File: src/hdl/rdce_fifo.sv
module rdce_fifo #(
  parameter int WIDTH = 8,
  parameter int DEPTH = 4
) (
  input  logic             clk,
  input  logic             rst_n,
  input  logic             push,
  input  logic [WIDTH-1:0] wr_data,
  output logic             full,
  input  logic             pop,
  output logic [WIDTH-1:0] rd_data,
  output logic             empty
);

  localparam int PW = (DEPTH > 1) ? $clog2(DEPTH) : 1;

  logic [WIDTH-1:0] mem_r [DEPTH];
  logic [PW-1:0]    wp_r;
  logic [PW-1:0]    rp_r;
  logic [PW:0]      cnt_r;
  logic             do_push;
  logic             do_pop;

  assign full    = (cnt_r == (PW+1)'(DEPTH));
  assign empty   = (cnt_r == '0);
  assign do_push = push && !full;
  assign do_pop  = pop && !empty;
  assign rd_data = mem_r[rp_r];

  always_ff @(posedge clk) begin
    if (do_push) begin
      mem_r[wp_r] <= wr_data;
    end
  end

  always_ff @(posedge clk) begin
    if (!rst_n) begin
      wp_r  <= '0;
      rp_r  <= '0;
      cnt_r <= '0;
    end else begin
      if (do_push) begin
        wp_r <= (wp_r == PW'(DEPTH - 1)) ? '0 : wp_r + 1'b1;
      end
      if (do_pop) begin
        rp_r <= (rp_r == PW'(DEPTH - 1)) ? '0 : rp_r + 1'b1;
      end
      if (do_push && !do_pop) begin
        cnt_r <= cnt_r + 1'b1;
      end else if (do_pop && !do_push) begin
        cnt_r <= cnt_r - 1'b1;
      end
    end
  end

endmodule

File: config.mk
export PLATFORM = sky130hd
export DESIGN_NAME = rdce_fifo
export DESIGN_NICKNAME = d
export VERILOG_FILES = /design/src/hdl/rdce_fifo.sv
export SDC_FILE = /design/constraint.sdc
export NUM_CORES = 1
export LEC_CHECK = 0
export ABC_AREA = 1
export BUFFER_PORTS_ARGS = -buffer_cell sky130_fd_sc_hd__buf_4
export CAP_MARGIN = 20
export CORE_ASPECT_RATIO = 1.2
export CORE_MARGIN = 2
export CORE_UTILIZATION = 25
export CTS_CLUSTER_DIAMETER = 100
export DETAILED_ROUTE_END_ITERATION = 8
export GPL_ROUTABILITY_DRIVEN = 0
export PLACE_DENSITY = 0.49
export SYNTH_ARGS = -nofsm -noshare
export SYNTH_HDL_FRONTEND = slang
export SYNTH_SLANG_ARGS = --single-unit
File: constraint.sdc
create_clock -name clk -period 2.5 [get_ports clk]
set_clock_uncertainty 0.2 [all_clocks]
set_input_delay 0.5 -clock clk [delete_from_list [all_inputs] [get_ports clk]]
set_output_delay 0.5 -clock clk [all_outputs]
set_load 0.03 [all_outputs]
==> flow_summary.toml <==
[outcome]
outcome = "finished, final reports clean"

[power]
p_comb_frac = 0.379
ir_drop_uv = 638
switching_power_uw = 838
switching_share = 0.379
leakage_nw = 0.827
power_frac_clock = 0.202
powerDensity_mw_per_mm2 = 1070
seqPwrFrac = 0.419
intPower_mw = 1.37

[layout]
n_antenna_cell = 0
drive_above_1_share = 0.217
nNetsFinal = 198
syn_to_final_growth_pct = 22.2

[critical_path]
crit_arrival_ns = 1.61
path_class = "reg2out"
startpoint_type = "flop"
cp-end-kind = "primary output"
critPathMaxFanout = 16
required_ns = 1.80

[logic_synthesis]
synthTopCellsByArea = "edfxtp_1, dfxtp_1, nor2_1, ha_1, o21ai_0"
synth_cell_types = 18
synth_nets = 167
ys_warn_count = 0
yosysTopAreaCell = "edfxtp_1"
syn_inst = 148
syn_area_per_cell_um2 = 11.4
synth_edf_count = 32
synth_top_area_share = 0.568
synthFlopType = "edfxtp_1"
ys_seq_area_frac = 0.674
ys_async_sr_fraction = 0
yosysMostFrequentCell = "nor2_1"
yosys_register_bits = 41
netlist_area_mm2 = 0.00169
synthTopCellsByCount = "nor2_1, edfxtp_1, inv_1"

[clocking]
post_cts_buffers = 0
clk-insertion-delay-late_ns = 0.29
cts_sinks = 41
holdBufCountCts = 0
clockBufferDepth = 2
cts_htree_levels = 2
cts_root_buf = "clkbuf_8"
cts_tree = "done"
clk_pin_slew_ns = 0.08
numCtsBuffers = 5
cts_repair_resize_count = 0

[detailed_routing]
wl_um = 3100
vias = 1086
route.detailed.drc = 0
first_pass_iters = 6
wire_per_inst_um = 11.7
ant_nets = 0
vias_per_cell = 4.10
drt_iter0_drc = 72

[global_routing]
grtUsageTotal = 0.0925
grt_overflow_total = 0
grt_pass1_vias = 1055
antenna_found_initial = 0
grt_first_pass_wirelength_um = 5180
grt_max_degree = 17

[floorplan]
die_h_um = 94.1
ios = 22
die_w_um = 79.1
rows = 32
initial_utilization = 0.261
design.core.area_mm2 = 0.00649
die_area_mm2 = 0.00745

[timing]
setup_violations = 0
slew_violations = 0
grt_setup_unrepaired = "false"
fin_ws_ns = 0.193
hold_slack_ns = 0.207
tns_ns = 0
finalHoldViolCount = 0
layout_worst_path_cycle_share = 0.923
slew_headroom = 0.721
fmax_mhz = 433
period_needed_ns = 2.31
tightest_slew_ns = 0.417

[job]
maxCapViolCount = 0

[hold_path]
holdCritPathClass = "in2reg"

[placed_design]
dp_slack_ns = 0.415
dpl.hpwl_um = 2110
io_buffer_count = 21
worst paths after layout:
path                            startpoint           to  slack (ns)  cells after the start
worst max-delay path                  flop   rd_data[7]        0.19                      4
worst max register to register    cnt_r[1]     cnt_r[1]        0.42                      9
worst min-delay path            wr_data[0]  mem_r[1][0]        0.21                      1
worst min register to register    cnt_r[0]     cnt_r[0]        0.32                      2
power groups by stage:
stage	registers, mW	logic (mW)	clock network, mW
2_1_floorplan	0.916	0.594	0
3_3_place_gp	0.943	0.845	0
3_5_place_dp	0.943	0.849	0
4_1_cts	0.929	0.851	0.460
5_1_grt	0.940	0.948	0.494
6_report	0.926	0.839	0.447
layout make-up:
cell class | instances | area (um^2)
clock buffers | 6 | 82.6
repair buffers | 26 | 195
flip-flops and latches | 41 | 1140
clock inverters | 2 | 13.8
multi-input cells | 86 | 458
well taps | 85 | 106
inverters | 19 | 71.3
fillers | 680 | 4420
metal layers:
metal	up-vias	global-route usage	part of all wire
li1	560	-	-
met1	496	0.114	0.45
met2	24	0.150	0.48
met3	6	0.0260	0.057
met4	0	0.0431	0.015
met5	-	0	0
worst max-delay path, stage by stage (launching register included):
cell and delay, ns:
dfxtp_1 0.58, inv_2 0.23, o21ai_0 0.22, o22ai_1 0.10
buf_4 0.18
cell families (layout without fill, tap and decap cells):
group | count (synthesis) | after routing | share of synthesized area
flops | 41 | 41 | 0.674
buf+inv | 21 | 53 | 0.0554
compound gates | 28 | 28 | 0.0953
fa+ha+maj | 7 | 7 | 0.0562
simple gates | 51 | 51 | 0.119
per-stage QoR:
| stage | std cells | instance area (um^2) | util | power [mW] |
|---|---|---|---|---|
| 2_1_floorplan | 148 | 1690 | - | 1.51 |
| 3_3_place_gp | 257 | 1970 | 0.304 | 1.79 |
| 3_5_place_dp | 257 | 1970 | 0.304 | 1.79 |
| 4_1_cts | 265 | 2070 | 0.319 | 2.24 |
| 5_1_grt | 265 | 2070 | 0.319 | 2.38 |
| 6_report | 265 | 2070 | 0.319 | 2.21 |
flip-flops by register name, summed over array words and instances (netlist names), named ones only:
name / count
wp_r: 2
rp_r: 2
mem_r: 32
cnt_r: 3
cell usage in the layout (no fill, tap or decap), drive strengths merged, types with 6 or more instances in the layout:
cell type / Yosys / layout
edfxtp: 32 / 32
nand2: 15 / 15
o22ai: 8 / 8
nor2: 33 / 33
dfxtp: 9 / 9
ha: 6 / 6
clkbuf: 0 / 6
buf: 2 / 26
inv: 19 / 19
o21ai: 18 / 18
Power figures use the tool's default switching activity.
