## src/hdl/rdce_pkg.sv

```systemverilog
package rdce_pkg;

  localparam logic [7:0] BLANK_COLOR = 8'd79;

  // Configuration register indexes.
  localparam logic CFG_WIDTH_IDX  = 1'b0;
  localparam logic CFG_HEIGHT_IDX = 1'b1;

  // Queue depths between the parts.
  localparam int CMD_QUEUE_DEPTH = 4;
  localparam int RES_QUEUE_DEPTH = 2;

  typedef logic [8:0] coord_t;
  typedef logic [7:0] color_t;

  typedef enum logic [2:0] {
    OP_CLEAR   = 3'd0,
    OP_PIXEL   = 3'd1,
    OP_VLINE   = 3'd2,
    OP_HLINE   = 3'd3,
    OP_RECT    = 3'd4,
    OP_RECOLOR = 3'd5,
    OP_READ    = 3'd6,
    OP_NOP     = 3'd7
  } op_t;

  typedef enum logic [1:0] {
    ST_DONE  = 2'd0,
    ST_SIZE  = 2'd1,
    ST_RANGE = 2'd2
  } status_t;

  typedef enum logic [1:0] {
    CMD_NONE,
    CMD_FILL,
    CMD_RECOLOR,
    CMD_READ
  } cmd_kind_t;

  // Classified command: all coordinates are 0-based and already checked.
  typedef struct packed {
    cmd_kind_t kind;
    status_t   status;
    coord_t    px;
    coord_t    py;
    coord_t    x0;
    coord_t    y0;
    coord_t    x1;
    coord_t    y1;
    color_t    color;
  } cmd_t;

  typedef struct packed {
    status_t status;
    color_t  pixel;
  } result_t;

  typedef enum logic [3:0] {
    BK_INIT,
    BK_IDLE,
    BK_SETUP,
    BK_FILL,
    BK_SEED_RD,
    BK_SEED_WAIT,
    BK_SCAN,
    BK_DRAIN,
    BK_READ_RD,
    BK_READ_WAIT,
    BK_RESULT
  } back_state_t;

endpackage

```

## src/hdl/rdce_front.sv

```systemverilog
module rdce_front #(
  parameter int MAX_WIDTH  = 256,
  parameter int MAX_HEIGHT = 256
) (
  input  logic          clk,
  input  logic          rst_n,
  input  logic          cfg_wr_en,
  input  logic          cfg_index,
  input  logic [8:0]    cfg_wdata,
  input  logic          in_push,
  output logic          in_full,
  input  logic [2:0]    in_operation,
  input  logic [8:0]    in_x_first,
  input  logic [8:0]    in_y_first,
  input  logic [8:0]    in_x_last,
  input  logic [8:0]    in_y_last,
  input  logic [7:0]    in_paint_color,
  input  logic          back_busy,
  input  logic          cmd_full,
  output logic          cmd_push,
  output rdce_pkg::cmd_t cmd
);

  logic [8:0] width_r;
  logic [8:0] height_r;
  logic [8:0] eff_w;
  logic [8:0] eff_h;
  logic       xa_ok, ya_ok, xb_ok, yb_ok;
  logic [8:0] xa_m1, ya_m1, xb_m1, yb_m1;

  always_ff @(posedge clk) begin
    if (!rst_n) begin
      width_r  <= 9'd256;
      height_r <= 9'd256;
    end else if (cfg_wr_en) begin
      if (cfg_index == rdce_pkg::CFG_WIDTH_IDX) begin
        width_r <= cfg_wdata;
      end else begin
        height_r <= cfg_wdata;
      end
    end
  end

  // Clamp the sizes in use to 1..MAX.
  always_comb begin
    if (width_r == 9'd0) begin
      eff_w = 9'd1;
    end else if (32'(width_r) > MAX_WIDTH) begin
      eff_w = 9'(MAX_WIDTH);
    end else begin
      eff_w = width_r;
    end
    if (height_r == 9'd0) begin
      eff_h = 9'd1;
    end else if (32'(height_r) > MAX_HEIGHT) begin
      eff_h = 9'(MAX_HEIGHT);
    end else begin
      eff_h = height_r;
    end
  end

  assign xa_ok = (in_x_first != 9'd0) && (in_x_first <= eff_w);
  assign xb_ok = (in_x_last  != 9'd0) && (in_x_last  <= eff_w);
  assign ya_ok = (in_y_first != 9'd0) && (in_y_first <= eff_h);
  assign yb_ok = (in_y_last  != 9'd0) && (in_y_last  <= eff_h);

  assign xa_m1 = in_x_first - 9'd1;
  assign ya_m1 = in_y_first - 9'd1;
  assign xb_m1 = in_x_last  - 9'd1;
  assign yb_m1 = in_y_last  - 9'd1;

  assign in_full  = cmd_full || back_busy;
  assign cmd_push = in_push && !in_full;

  always_comb begin
    cmd        = '0;
    cmd.kind   = rdce_pkg::CMD_NONE;
    cmd.status = rdce_pkg::ST_DONE;
    cmd.color  = in_paint_color;
    case (rdce_pkg::op_t'(in_operation))
      rdce_pkg::OP_CLEAR: begin
        cmd.kind  = rdce_pkg::CMD_FILL;
        cmd.x1    = eff_w - 9'd1;
        cmd.y1    = eff_h - 9'd1;
        cmd.color = rdce_pkg::BLANK_COLOR;
      end
      rdce_pkg::OP_PIXEL: begin
        if (!xa_ok || !ya_ok) begin
          cmd.status = rdce_pkg::ST_RANGE;
        end else begin
          cmd.kind = rdce_pkg::CMD_FILL;
          cmd.x0   = xa_m1;
          cmd.x1   = xa_m1;
          cmd.y0   = ya_m1;
          cmd.y1   = ya_m1;
        end
      end
      rdce_pkg::OP_VLINE: begin
        if (!xa_ok || !ya_ok || !yb_ok) begin
          cmd.status = rdce_pkg::ST_RANGE;
        end else if (in_y_first <= in_y_last) begin
          cmd.kind = rdce_pkg::CMD_FILL;
          cmd.x0   = xa_m1;
          cmd.x1   = xa_m1;
          cmd.y0   = ya_m1;
          cmd.y1   = yb_m1;
        end
      end
      rdce_pkg::OP_HLINE: begin
        if (!xa_ok || !xb_ok || !ya_ok) begin
          cmd.status = rdce_pkg::ST_RANGE;
        end else if (in_x_first <= in_x_last) begin
          cmd.kind = rdce_pkg::CMD_FILL;
          cmd.x0   = xa_m1;
          cmd.x1   = xb_m1;
          cmd.y0   = ya_m1;
          cmd.y1   = ya_m1;
        end
      end
      rdce_pkg::OP_RECT: begin
        if ((in_x_first > in_x_last) || (in_y_first > in_y_last)) begin
          cmd.status = rdce_pkg::ST_SIZE;
        end else if (!xa_ok || !xb_ok || !ya_ok || !yb_ok) begin
          cmd.status = rdce_pkg::ST_RANGE;
        end else begin
          cmd.kind = rdce_pkg::CMD_FILL;
          cmd.x0   = xa_m1;
          cmd.x1   = xb_m1;
          cmd.y0   = ya_m1;
          cmd.y1   = yb_m1;
        end
      end
      rdce_pkg::OP_RECOLOR: begin
        if (!xa_ok || !ya_ok) begin
          cmd.status = rdce_pkg::ST_RANGE;
        end else begin
          cmd.kind = rdce_pkg::CMD_RECOLOR;
          cmd.px   = xa_m1;
          cmd.py   = ya_m1;
          cmd.x1   = eff_w - 9'd1;
          cmd.y1   = eff_h - 9'd1;
        end
      end
      rdce_pkg::OP_READ: begin
        if (!xa_ok || !ya_ok) begin
          cmd.status = rdce_pkg::ST_RANGE;
        end else begin
          cmd.kind = rdce_pkg::CMD_READ;
          cmd.px   = xa_m1;
          cmd.py   = ya_m1;
        end
      end
      default: begin
        cmd.kind = rdce_pkg::CMD_NONE;
      end
    endcase
  end

endmodule

```

## config.mk

```make
export PLATFORM = sky130hd
export DESIGN_NAME = rdce_front
export DESIGN_NICKNAME = d
export VERILOG_FILES = /design/src/hdl/rdce_pkg.sv /design/src/hdl/rdce_front.sv
export SDC_FILE = /design/constraint.sdc
export NUM_CORES = 1
export LEC_CHECK = 0
export ABC_CLOCK_PERIOD_IN_PS = 8300
export BUFFER_PORTS_ARGS = -buffer_cell sky130_fd_sc_hd__buf_2
export CAP_MARGIN = 20
export CORE_MARGIN = 5
export CORE_UTILIZATION = 40
export DETAILED_ROUTE_END_ITERATION = 10
export HOLD_SLACK_MARGIN = 0.05
export PLACE_DENSITY = 0.67
export SYNTH_ARGS = -nofsm -noshare
export SYNTH_HDL_FRONTEND = slang
export SYNTH_SLANG_ARGS = --single-unit
```

## constraint.sdc

```tcl
create_clock -name clk -period 8.3 [get_ports clk]
set_input_delay 1.245 -clock clk [delete_from_list [all_inputs] [get_ports clk]]
set_output_delay 1.245 -clock clk [all_outputs]
set_load 0.005 [all_outputs]
```

==> impl_results.md <==
* H-tree levels at 1
* Sequential area share after synthesis at 10.1%
* Largest family of logic cells by synthesized area: simple AND/OR/NAND/NOR gates
* Multi-input logic area at 0.00301 mm2
* Top FF cell, synth: dfxtp_1
* LEAKAGE at 2.08 nW
* Pre-antenna DRT Iters at 5
* Synth Area in XOR/XNOR at 9.13%
* Rel. slew slack at 41.9%
* Antenna Nets Post-Route at 0
* Number of global-route vias before repair at 4018
* Distinct cell type count after synthesis at 55
* Syn nets at 625
* Die ar. at 0.0109 mm2
* Syn Std Cell Area at 0.00355 mm2
* Syn_area_per_cell at 7.07 um2
* Ys Warns at 0
* CTS-repair resized insts at 0
* Simple-Gate Fraction of Synth Area at 31.5%
* Non-filler cells, final at 732
* Total Power at 0.378 mW
* EDFF count, synth at 0
* Finish-stage setup viols at 0
* Die height at 104 um
* # DRC at 0
* Overall global routing resource usage at 21.2%
* Nets@finish at 748
* Filler instances at 887
* Most frequent cells in the layout: 130 x buf_2, 82 x nand2_1, 60 x ha_1, 49 x nor2_1, 33 x inv_1
* Drt initial violations at 257
* Critical path fanouts, max at 18
* Vias at 4164
* Critical path type: input pin to output port
* Mux cell area share after synthesis at 0%
* P per Cell Area at 87.3 mW/mm2
* Total negative slack at 0 ns
* Post-CTS Setup Bufs at 0
* Reg area at 360 um2
* Overflow after GRT at 0
* Final min period at 5.22 ns
* Root Buffer: clkbuf_8
* Max_cap viols at 0
* Worst-path clk slew at 0.06 ns
* I/O pin cnt at 131
* IO buf count at 130
* Most common cell after layout, fill and taps aside: buf_2
* Clock sinks at 18
* Compound-Gate Fraction of Synth Area at 23.0%
* Clock tree buffer depth at 2
* DRT Wirelength at 12100 um
* Placer Congestion at 1.04
* Cts bufs inserted at 3
* Max-slew violations at 0
* Fraction of registers with async set/reset at 0%
* Initial Util at 40.9%
* Synth Register Bits at 18
* Via density per instance at 5.69
* Least-Margin Pin Slew at 0.869 ns
* Initial antenna violation count at 0
* Max Freq at 192 MHz
* Clk_lat worst skew at 0.25 ns
* Worst Path Required at 7.05 ns
* Largest net degree at the start of global routing at 20
* Post-synthesis cell count at 502
* Final hold violations at 0
* Area delta synth->final at 22.1%
* Core ar. at 0.00868 mm2
* Max VDD drop at 0.132 mV
* Worst Path Arrival at 3.98 ns
* Row count at 34
* HPWL Detailed at 10500 um
* Fin crit share at 62.9%
* Placed Cells at 728
* Routed len/inst at 16.5 um
* Hold WC Path Type: flop to flop
* Layout cells sized above 1 at 24.7%
* ANT cells at 0
* RSZ-0062 raised after global routing: false
* TritonCTS clock tree: yes
* Status: completed
* Cts-stage hold buffer count at 0
* First-pass GRT wire length at 19700 um
* Crit end category: output port
* Adder-Cell Fraction of Synth Area at 21.1%
* Worst Skew at 0 ns
* Die width at 104 um
* Startpoint Class: input pin
==> where the power goes <==
group	switching, mW	internal (mW)
Combinational	0.126	0.0860
Clock	0.0289	0.0422
Sequential	0.00450	0.0906
Total	0.159	0.219
==> Yosys cell counts, drive strengths merged, types with 5 or more instances <==
cell    instances  area share [%]
nor3           15             2.1
nand2          82             8.7
xnor2          29             7.2
ha             60              21
a21oi          16             2.4
o21ai          22             3.1
nand3          18             2.7
o211ai          7             1.6
dfxtp          18              10
inv            33             3.5
nand2b         18             3.2
clkbuf          8            0.85
nand4          10             1.8
nor2           61             7.4
a21o            5             1.1
xor2            8             2.0
a21boi         17             3.6
nor4            7             1.2
o221ai         19             4.7
==> metal layers <==
metal / vias up / global-route usage, % / share of wire, %
li1: 2052 / - / -
met1: 1883 / 28.5 / 44
met2: 199 / 34.2 / 44
met3: 30 / 4.59 / 8.9
met4: 0 / 5.83 / 2.3
met5: - / 0 / 0
==> worst max-delay path: stages <==
cell and delay [ns]:
buf_2 0.13, ha_1 0.31, and3_1 0.22, o21a_1 0.11
o21ai_0 0.19, nand3_1 0.27, o41ai_4 0.88, o21ai_0 0.26
o221ai_1 0.18, buf_2 0.18
==> kinds of logic (layout without fill, tap and decap cells) <==
logic type      after synthesis  count (layout)
simple gates                233             233
compound gates              109             109
fa+ha+maj                    60              60
buf+inv                      45             167
xor+xnor                     37              37
flops                        18              18
==> layout make-up <==
class	instances	area share (%)
multi-input combinational	439	69.4
inverter	33	2.86
timing repair buffer	130	15.0
clock buffer	4	1.27
tap	108	3.12
sequential	18	8.31
==> path summary, 6_finish.rpt <==
path | slack, ns | cells after the start | to | startpoint
worst max-delay path | 3.08 | 10 | cmd[24] | in_x_first[3]
worst min-delay path | 0.47 | 2 | height_r[0]$_SDFFE_PN0P_ | height_r[0]$_SDFFE_PN0P_
worst max register to register | 7.38 | 2 | height_r[8]$_SDFFE_PN1P_ | height_r[8]$_SDFFE_PN1P_
worst min register to register | 0.47 | 2 | height_r[0]$_SDFFE_PN0P_ | height_r[0]$_SDFFE_PN0P_
==> registers in the layout (all words and copies together), names as in the netlist <==
register,flops
width_r,9
height_r,9
==> per-stage QoR <==
step / worst slack (ns) / util, % / hold WS, ns / cell area [um2]
3_3_place_gp: 3.22 / 49.3 / 0.465 / 4280
5_1_grt: 2.75 / 49.9 / 0.521 / 4330
6_report: 3.08 / 49.9 / 0.466 / 4330
2_1_floorplan: 4.00 / - / 0.444 / 3550
3_5_place_dp: 3.13 / 49.3 / 0.459 / 4280
4_1_cts: 3.12 / 49.9 / 0.469 / 4330
Power figures use the tool's default switching activity.
